<file path="src/rtl/bpe_ram.sv">
`timescale 1ns / 1ps
// ----------------------------------------------------------------------------
// bpe_ram: generic single-write, single-read RAM
// One write port and one read port; read data is registered.
// ----------------------------------------------------------------------------
module bpe_ram #(
    parameter int WIDTH = 48,
    parameter int DEPTH = 36
) (
    input  logic                     clk,
    input  logic                     we,
    input  logic [$clog2(DEPTH)-1:0] waddr,
    input  logic [WIDTH-1:0]         wdata,
    input  logic [$clog2(DEPTH)-1:0] raddr,
    output logic [WIDTH-1:0]         rdata
);

    logic [WIDTH-1:0] mem [DEPTH];

    always_ff @(posedge clk)
    begin
        if (we)
        begin
            mem[waddr] <= wdata;
        end
        rdata <= mem[raddr];
    end

endmodule

</file>
<file path="config.mk">
export PLATFORM = sky130hd
export DESIGN_NAME = bpe_ram
export DESIGN_NICKNAME = d
export VERILOG_FILES = /design/src/rtl/bpe_ram.sv
export SDC_FILE = /design/constraint.sdc
export NUM_CORES = 2
export LEC_CHECK = 0
export CAP_MARGIN = 10
export CORE_AREA = 2 2 333 335
export DETAILED_ROUTE_END_ITERATION = 8
export DIE_AREA = 0 0 335 337
export DONT_BUFFER_PORTS = 1
export PLACE_DENSITY = 0.87
export SLEW_MARGIN = 20
export SYNTH_ARGS = -nofsm -noshare
export SYNTH_HDL_FRONTEND = slang
export SYNTH_SLANG_ARGS = --single-unit
</file>
<file path="constraint.sdc">
create_clock -name clk -period 3.86 [get_ports clk]
set_input_delay 0.193 -clock clk [delete_from_list [all_inputs] [get_ports clk]]
set_output_delay 0.193 -clock clk [all_outputs]
set_load 0.05 [all_outputs]
</file>
==> impl_metrics.sql <==
INSERT INTO impl_metrics (metric_group, metric, value, unit) VALUES
('run_status', 'status', 'finished, final reports clean', ''),
('synth', 'synth_top_family_by_area', 'multiplexers', ''),
('worst_setup_path', 'rr_worst_depth', '6', ''),
('clocking', 'clock-sinks', '1776', ''),
('power_and_ir_drop', 'power_density', '517', 'nW/um2'),
('placed_design', 'io_buffers', '0', ''),
('placed_design', 'routability_driven_placement_congestion_ratio', '0.773', ''),
('synth', 'synth_edf_count', '1728', ''),
('synth', 'postSynth.asyncResetShare', '0', '%'),
('worst_setup_path', 'endpoint_of_the_most_critical_register_to_register_path', 'rdata[12]', ''),
('synth', 'syn-instance-count', '3488', ''),
('placed_design', 'place.detailed.hpwl', '77.2', 'mm'),
('floorplanning', 'top_level_ports', '110', ''),
('synth', 'netlist_area', '68500', 'um2'),
('sta', 'final.min_clock_period', '3.51', 'ns'),
('synth', 'post_synth.cell_area_avg', '19.6', 'um2'),
('layout', 'final_cell_mix', '1728 x edfxtp_1, 768 x mux2i_1, 192 x a22oi_1, 167 x clkbuf_16', ''),
('global_routing', 'groute.layer.met1.usage', '36.1', '%'),
('floorplanning', 'initial_utilization', '62.5', '%'),
('worst_setup_path', 'cpMostUsedCell', 'buf_16', ''),
('clocking', 'clock_insertion_delay_worst_skew', '0.79', 'ns'),
('layout', 'syn2layout_area_growth', '11.9', '%'),
('route', 'wl', '161', 'mm'),
('synth', 'synthesis.yosys.warnings', '0', ''),
('sta', 'final_min_period_over_clock_period', '90.9', '%'),
('global_routing', 'via_count_of_the_first_global_routing_pass', '36500', ''),
('worst_setup_path', 'startpoint_type', 'primary input', ''),
('clocking', 'tritoncts.num_buffers', '164', ''),
('sta', 'slew-limit-headroom', '15.5', '%'),
('synth', 'synthFlopType', 'edfxtp_1', ''),
('floorplanning', 'floorplan.die.height', '337', 'um'),
('floorplanning', 'fp.coreArea', '110000', 'um2'),
('clocking', 'worst_setup_hold_path_clk_slew', '0.06', 'ns'),
('worst_setup_path', 'worstPathCellList', 'buf_16, buf_16, buf_16, mux2i_1, a22o_1, a221oi_2, o22ai_1, o41ai_2', ''),
('global_routing', 'grt_antenna_before_repair', '6', ''),
('global_routing', 'wire_length_of_the_first_global_routing_pass', '234', 'mm'),
('layout', 'fillCellCount', '5996', ''),
('layout', 'mostFrequentLayoutCell', 'edfxtp_1', ''),
('worst_setup_path', 'slowest_stage_cell_on_the_critical_path', 'buf_16', ''),
('synth', 'synth_simple_gate_area_share', '0.683', '%'),
('global_routing', 'pin_count_of_the_biggest_net_entering_global_routing', '800', ''),
('global_routing', 'grt_use_met2', '46.6', '%'),
('global_routing', 'groute.layer.met3.usage', '6.60', '%'),
('worst_setup_path', 'endpoint', 'rdata[8]', ''),
('clocking', 'cell_at_the_root_of_the_clock_tree', 'clkbuf_16', ''),
('synth', 'synth_fa_ha_area_share', '0', '%'),
('synth', 'synth-compound-area-share', '7.47', '%'),
('route', 'postRouteAntennaNets', '0', ''),
('placed_design', 'placedCellCount', '4781', ''),
('sta', 'fmax', '285', 'MHz'),
('sta', 'setup_total_negative_slack', '0', 'ns'),
('sta', 'finalClockSkew', '0.0452', 'ns'),
('synth', 'synth_mux_area_share', '12.8', '%'),
('global_routing', 'grt_use_total', '28.3', '%'),
('worst_setup_path', 'max_stage_delay', '0.80', 'ns'),
('layout', 'drive_above_1_share', '15.4', '%'),
('worst_setup_path', 'ff2ff_setup_slack', '1.47', 'ns'),
('flow_run', 'drv.max_cap_violation_count', '0', ''),
('worst_setup_path', 'worstReg2RegStart', 'mem[17][12]', ''),
('worst_setup_path', 'cp.required', '4.49', 'ns'),
('power_and_ir_drop', 'p_total', '39.6', 'mW'),
('clocking', 'cts_max_path_buffers', '3', ''),
('power_and_ir_drop', 'vdd_drop_max', '534', 'uV'),
('synth', 'postSynthRegisterBits', '1776', ''),
('route', 'route.vias.total', '35600', ''),
('global_routing', 'grt_remaining_overflow', '0', ''),
('min_path', 'timing.hold.worst.class', 'primary input to register', ''),
('clocking', 'ctsResizeCount', '0', ''),
('route', 'drt_pre_antenna_iters', '6', ''),
('worst_setup_path', 'worst_path_arrival_time', '4.14', 'ns'),
('route', 'route.detailed.wl_per_inst', '31.0', 'um');
Yosys cell counts (2+ instances only):
| cell | n | area (um2) |
|---|---|---|
| o22ai_1 | 48 | 300 |
| dfxtp_1 | 48 | 961 |
| or3b_2 | 2 | 17.5 |
| a221oi_2 | 69 | 1040 |
| nor2_1 | 39 | 146 |
| nor2b_1 | 2 | 12.5 |
| nand3_1 | 3 | 15.0 |
| a21oi_1 | 96 | 480 |
| edfxtp_1 | 1728 | 51900 |
| nand2_1 | 51 | 191 |
| clkbuf_1 | 85 | 319 |
| a221oi_1 | 27 | 236 |
| mux4_2 | 48 | 1080 |
| buf_1 | 20 | 75.1 |
| nand2b_1 | 2 | 12.5 |
| a22o_1 | 96 | 841 |
| buf_4 | 39 | 293 |
| clkbuf_4 | 4 | 30.0 |
| mux2i_1 | 768 | 7690 |
| o41ai_2 | 48 | 781 |
| a22oi_1 | 192 | 1440 |
| buf_12 | 12 | 240 |
| buf_2 | 35 | 175 |
| nand3b_1 | 5 | 37.5 |
| buf_6 | 16 | 180 |
how the worst min path moves through the flow:
stage,start,endpoint,cells past startpoint
after detailed placement,wdata[26],mem[34][26],0
final,wdata[6],mem[11][6],1
after global routing,wdata[6],mem[10][6],1
after global placement,wdata[22],mem[33][22],0
after floorplan,wdata[0],mem[0][0],0
after CTS,raddr[0],rdata[21],4
layout make-up:
type                            instances  area (um2)  share of cell area (%)
Sequential cell                      1776       52900                    68.9
Multi-Input combinational cell       1500       14700                    19.1
Clock buffer                          211        4430                    5.78
Timing Repair Buffer                  185        2100                    2.74
Tap cell                             1426        1780                    2.33
Clock inverter                         91         848                    1.11
Antenna cell                            5        12.5                  0.0163
routing by layer:
layer	vias to the layer above	part of all wire [%]
li1	14700	-
met1	18100	36
met2	2424	50
met4	2	4.2
met3	416	10
met5	-	0.0081
kinds of logic after synthesis:
| logic type | Yosys count |
|---|---|
| flops | 1776 |
| mux | 816 |
| compound gates | 576 |
| buf+inv | 212 |
| simple gates | 108 |
flip-flops by register name (all words and copies together), names as in the netlist:
register / flops
mem: 1728
rdata: 48
critical path, delay by kind of cell:
family / cells / cell delay (ns)
AOI/OAI and AO/OA: 4 / 1.20
buffers and inverters: 3 / 1.98
muxes: 1 / 0.27
report_power, final:
part | switching [mW] | internal, mW
sequential | 0.287 | 21.3
clock | 7.03 | 9.01
combinational | 1.26 | 0.718
total | 8.58 | 31.0
stage by stage:
stage | util, % | worst slack [ns] | instance area, um2 | hold slack (ns)
detailed placement | 63.9 | 1.16 | 70100 | 0.293
global placement | 63.9 | 1.22 | 70100 | 0.294
global route | 70.0 | 0.340 | 76700 | 0.00263
CTS | 69.7 | 1.64 | 76400 | 0.00158
floorplan | - | 0.646 | 68500 | 0.292
finish | 70.0 | 0.352 | 76700 | 0.0198
what timing repair did:
action	4_1_cts	5_1_grt
hold buffers	77	23
setup buffers	0	0
hold endpoints to repair	1776	665
setup endpoints to repair	0	0
Power figures use the tool's default switching activity.
