[src/rtl/bpe_pkg.sv]
`timescale 1ns / 1ps
// ----------------------------------------------------------------------------
// bpe_pkg: shared definitions for the Bezier patch point evaluator
// Defaults, fixed field widths, register indexes, status codes and the
// sequencer state type.
// ----------------------------------------------------------------------------
package bpe_pkg;

    // default sizing of the top level
    localparam int MAX_SECTIONS_DEF  = 6;
    localparam int MAX_PRECISION_DEF = 30;
    localparam int COORD_BITS_DEF    = 16;

    // fixed widths of the interface fields
    localparam int GRID_IDX_W = 6;
    localparam int UV_IDX_W   = 5;
    localparam int SEC_CFG_W  = 3;
    localparam int PREC_CFG_W = 5;
    localparam int STEP_W     = 17;
    localparam int CFG_IDX_W  = 2;
    localparam int CFG_DATA_W = 17;
    localparam int STATUS_W   = 2;

    // arithmetic
    localparam int GUARD_BITS   = 8;
    localparam int FRAC_BITS    = 16;
    localparam int LANES        = 3;
    localparam int MIN_SECTIONS = 3;
    localparam logic [STEP_W-1:0] STEP_ONE = STEP_W'(65536);

    // register reset values
    localparam logic [SEC_CFG_W-1:0]  X_SECTIONS_RST = SEC_CFG_W'(4);
    localparam logic [SEC_CFG_W-1:0]  Y_SECTIONS_RST = SEC_CFG_W'(4);
    localparam logic [PREC_CFG_W-1:0] PRECISION_RST  = PREC_CFG_W'(10);
    localparam logic [STEP_W-1:0]     STEP_RST       = STEP_W'(6554);

    typedef enum logic [CFG_IDX_W-1:0] {
        CFG_X_SECTIONS = 2'd0,
        CFG_Y_SECTIONS = 2'd1,
        CFG_PRECISION  = 2'd2,
        CFG_STEP       = 2'd3
    } cfg_reg_t;

    typedef enum logic {
        OP_LOAD = 1'b0,
        OP_EVAL = 1'b1
    } op_t;

    typedef enum logic [STATUS_W-1:0] {
        STATUS_POINT  = 2'd0,
        STATUS_LOADED = 2'd1,
        STATUS_RANGE  = 2'd2
    } status_t;

    typedef enum logic [1:0] {
        SEL_AB,
        SEL_BC,
        SEL_FG,
        SEL_PR
    } lerp_sel_t;

    typedef enum logic [3:0] {
        ST_IDLE,
        ST_SETUP,
        ST_LOAD0,
        ST_LOAD1,
        ST_LOAD2,
        ST_LOAD3,
        ST_LERP_F,
        ST_LERP_G,
        ST_LERP_P,
        ST_LERP_R,
        ST_ROW_WR,
        ST_FINISH
    } state_t;

endpackage

[src/rtl/bpe_lerp.sv]
`timescale 1ns / 1ps
// ----------------------------------------------------------------------------
// bpe_lerp: three-lane fixed-point lerp
// Each lane gives sat(x + floor(((y - x) * t + half) / 2^16)) on the
// internal width.
// ----------------------------------------------------------------------------
module bpe_lerp #(
    parameter int INNER_W = 24,
    parameter int T_W     = 22
) (
    input  logic [bpe_pkg::LANES-1:0][INNER_W-1:0] x,
    input  logic [bpe_pkg::LANES-1:0][INNER_W-1:0] y,
    input  logic [T_W-1:0]                         t,
    output logic [bpe_pkg::LANES-1:0][INNER_W-1:0] res
);

    localparam int PROD_W = INNER_W + 1 + T_W + 1;
    localparam int SUM_W  = PROD_W - bpe_pkg::FRAC_BITS + 1;
    localparam logic signed [PROD_W-1:0] HALF = PROD_W'(1) <<< (bpe_pkg::FRAC_BITS - 1);

    logic signed [INNER_W:0]    diff [bpe_pkg::LANES];
    logic signed [PROD_W-1:0]   prod [bpe_pkg::LANES];
    logic signed [PROD_W-1:0]   rnd  [bpe_pkg::LANES];
    logic signed [SUM_W-1:0]    sum  [bpe_pkg::LANES];
    logic signed [T_W:0]        t_s;

    assign t_s = $signed({1'b0, t});

    always_comb
    begin
        for (int k = 0; k < bpe_pkg::LANES; k++)
        begin
            diff[k] = (INNER_W + 1)'($signed(y[k])) - (INNER_W + 1)'($signed(x[k]));
            prod[k] = PROD_W'(diff[k]) * PROD_W'(t_s);
            rnd[k]  = prod[k] + HALF;
            sum[k]  = SUM_W'($signed(x[k])) + SUM_W'(rnd[k] >>> bpe_pkg::FRAC_BITS);
            // clip to the internal range when the upper bits disagree
            if ((&sum[k][SUM_W-1:INNER_W-1]) || !(|sum[k][SUM_W-1:INNER_W-1]))
            begin
                res[k] = sum[k][INNER_W-1:0];
            end
            else if (sum[k][SUM_W-1])
            begin
                res[k] = {1'b1, {(INNER_W - 1){1'b0}}};
            end
            else
            begin
                res[k] = {1'b0, {(INNER_W - 1){1'b1}}};
            end
        end
    end

endmodule

[config.mk]
export PLATFORM = sky130hd
export DESIGN_NAME = bpe_lerp
export DESIGN_NICKNAME = d
export VERILOG_FILES = /design/src/rtl/bpe_pkg.sv /design/src/rtl/bpe_lerp.sv
export SDC_FILE = /design/constraint.sdc
export NUM_CORES = 2
export LEC_CHECK = 0
export BUFFER_PORTS_ARGS = -buffer_cell sky130_fd_sc_hd__buf_2
export CAP_MARGIN = 20
export CORE_MARGIN = 2
export CORE_UTILIZATION = 65
export DETAILED_ROUTE_END_ITERATION = 6
export PLACE_DENSITY = 0.95
export SYNTH_ARGS = -nofsm -noshare
export SYNTH_HDL_FRONTEND = slang
export SYNTH_SLANG_ARGS = --single-unit
[constraint.sdc]
create_clock -name vclk -period 32.9
set_input_delay 1.645 -clock vclk [all_inputs]
set_output_delay 1.645 -clock vclk [all_outputs]
set_load 0.02 [all_outputs]
==> impl_metrics.csv <==
group,metric,value,unit
layout,clock_buffer_instance_count_of_the_final_layout,0,
route,detail-route-antenna-nets,0,
sta,setup_viol,0,
clocking,cts_post_setup_buffers_inserted,0,
worst_setup_path,worst_ep_arrival_time,14.77,ns
logic_synthesis,post_synth_xor_area_fraction,3.23,%
run_status,failed_checks,"design-rule violations",
sta,final.period_utilization,49.9,%
sta,fmaxAchievable,60.9,MHz
logic_synthesis,main_combinational_cell_family_by_area_after_synthesis,"adder cells",
global_route,grt_pass1_vias,63300,
sta,timing.setup.tns,0,ns
sta,worst_slew_pin_slew,1.18,ns
logic_synthesis,synth_adder_area_share,60.8,%
route,route.detailed.drc,3,
layout,n_fill_cell,7503,
sta,timing.slew.headroom,21.1,%
global_route,antenna_violations_before_repair,5,
global_route,grt_use_total,34.3,%
floorplanning,core_area,107000,µm²
route,avgRoutedWirePerCell,19.7,µm
logic_synthesis,yosys.cell_count.top_type,"sky130_fd_sc_hd__inv_1",
global_route,grt_max_degree,79,
clocking,ctsHoldBuffers,0,
layout,num-nets-final,10500,
sta,slew_viol_final,0,
worst_setup_path,cp_data_required_time,31.25,ns
layout,finish.utilization,67.8,%
logic_synthesis,yosys-top-cells-area,"sky130_fd_sc_hd__fa_1 50%, sky130_fd_sc_hd__inv_1 11%, sky130_fd_sc_hd__ha_1 11%, sky130_fd_sc_hd__and2_1 8.0%, sky130_fd_sc_hd__nand2_1 4.1%",
flow_run,max-cap-violations,0,
global_route,first_pass_grt_wire_length,307000,µm
logic_synthesis,synth_compound_gate_area_share,6.73,%
floorplanning,floorplan.die.width,333,µm
logic_synthesis,syn_inst,7964,
place,io_buffers,238,
route,drt-initial-drc-count,4044,
sta,final_hold_viol_count,0,
route,avgViaCountPerCell,5.87,
run_status,run_status,"complete, but fails checks",
sta,setup_repair_after_global_routing_missed_its_margin,"no",
floorplanning,pin_count,238,
logic_synthesis,yosys.area.top_type,"sky130_fd_sc_hd__fa_1",
min_path,worstHoldPathType,"input port to primary output",
logic_synthesis,post_synth_mux_area_share,0.0142,%
worst_setup_path,timing.critical_path.fanout_max,29,
worst_setup_path,critical_path_type,"input port to primary output",
route,drtPass1Iterations,7,
logic_synthesis,ys_warn_count,0,
global_route,gr-total-overflow,0,
place,place_area,72600,µm²
worst_setup_path,worst_setup_path_end_kind,"primary output",
floorplanning,initial_utilization,65.5,%
layout,layout-area-overhead-vs-synth,3.50,%
place,hpwlAfterDp,146000,µm
route,routed_wirelength,184000,µm
floorplanning,dieHeight,333,µm
layout,layout-drive-gt1-share,4.72,%
sta,post-route-min-period,16.41,ns
floorplanning,die_area,111000,µm²
logic_synthesis,syn-cell-area,70300,µm²
logic_synthesis,post_synth_num_cell_types,83,
layout,final_design_area_no_fill,72700,µm²
logic_synthesis,mappedNetlistNets,10500,
sta,hold_slack,3.84,ns
place,globalplace.congestion,0.929,
worst_setup_path,crit_path_start_kind,"input port",
worst_setup_path,critical_path.slowest_cell,"sky130_fd_sc_hd__fa_1",
logic_synthesis,post-synth-top-area-fraction,49.8,%
worst_setup_path,crit_top_cell,"sky130_fd_sc_hd__fa_1",
layout,final-seq-area,0,µm²
logic_synthesis,synthesis.area_per_instance,8.82,µm²
route,dr_total_vias,54900,
floorplanning,floorplan.rows,120,
layout,flops_and_latches,0,
clocking,cts_repair_resize_count,0,
logic_synthesis,synth_simple_gate_area_share,16.3,%
worst_setup_path,crit_path_max_cell_delay,0.76,ns
logic_synthesis,synth_seq_area_share,0,%
logic_synthesis,synth_common_cells,"2064 x sky130_fd_sc_hd__inv_1, 1749 x sky130_fd_sc_hd__fa_1, 903 x sky130_fd_sc_hd__and2_1",
==> routing by layer <==
metal	wire length [µm]	global-route usage (%)
met1	62300	39.5
met2	92500	60.6
met3	17600	6.13
met4	11700	19.3
met5	34	0
==> cell usage in the layout, fill, tap and decap left out, types with 12 or more instances in the layout <==
cell type	synthesis	layout
sky130_fd_sc_hd__a211o_1	12	12
sky130_fd_sc_hd__a211oi_1	28	28
sky130_fd_sc_hd__a21o_1	106	106
sky130_fd_sc_hd__a21oi_1	196	196
sky130_fd_sc_hd__a31oi_1	25	24
sky130_fd_sc_hd__and2_1	903	903
sky130_fd_sc_hd__and3_1	17	17
sky130_fd_sc_hd__buf_2	3	238
sky130_fd_sc_hd__buf_4	0	94
sky130_fd_sc_hd__fa_1	1749	1749
sky130_fd_sc_hd__ha_1	615	615
sky130_fd_sc_hd__inv_1	2064	2064
sky130_fd_sc_hd__nand2_1	764	764
sky130_fd_sc_hd__nand2b_1	70	70
sky130_fd_sc_hd__nand3_1	48	48
sky130_fd_sc_hd__nand4_1	34	34
sky130_fd_sc_hd__nor2_1	139	132
sky130_fd_sc_hd__nor2b_1	123	123
sky130_fd_sc_hd__nor3_1	41	41
sky130_fd_sc_hd__o211ai_1	12	12
sky130_fd_sc_hd__o21a_1	36	36
sky130_fd_sc_hd__o21ai_0	155	155
sky130_fd_sc_hd__o21ai_1	23	23
sky130_fd_sc_hd__o21bai_1	28	28
sky130_fd_sc_hd__o31ai_1	19	18
sky130_fd_sc_hd__xnor2_1	170	169
sky130_fd_sc_hd__xor2_1	89	89
==> logic make-up after synthesis <==
| family | Yosys count |
|---|---|
| buffers and inverters | 2413 |
| adder cells (fa/ha/maj) | 2364 |
| AND/OR/NAND/NOR | 2196 |
| AO/OA/AOI/OAI | 731 |
| XOR/XNOR | 259 |
| multiplexers | 1 |
==> worst paths after layout <==
kind                  depth (start not counted)  slack (ns)       to  startpoint
worst max-delay path                         48       16.49   res[6]        y[0]
worst min-delay path                          5        3.84  res[48]       x[48]
==> final cells by class <==
type,instances,area (µm²),area share (%)
Multi-Input combinational cell,5551,61200,84.2
Inverter,2064,7750,10.7
Timing Repair Buffer,337,1990,2.74
Tap cell,1403,1760,2.41
Antenna cell,3,7.51,0.0103
==> worst max-delay path, delay by kind of cell <==
family                   cells  cell delay (ns)
AO/OA/AOI/OAI               20             5.59
XOR/XNOR                     2             0.33
buffers and inverters        9             1.38
AND/OR/NAND/NOR              6             0.68
adder cells (fa/ha/maj)     11             5.12
==> per-stage QoR <==
stage,std cells,setup slack (ns)
6_report,9358,16.49
4_1_cts,9351,16.26
2_1_floorplan,7964,18.37
3_5_place_dp,9351,16.33
3_3_place_gp,9350,17.06
5_1_grt,9355,15.78
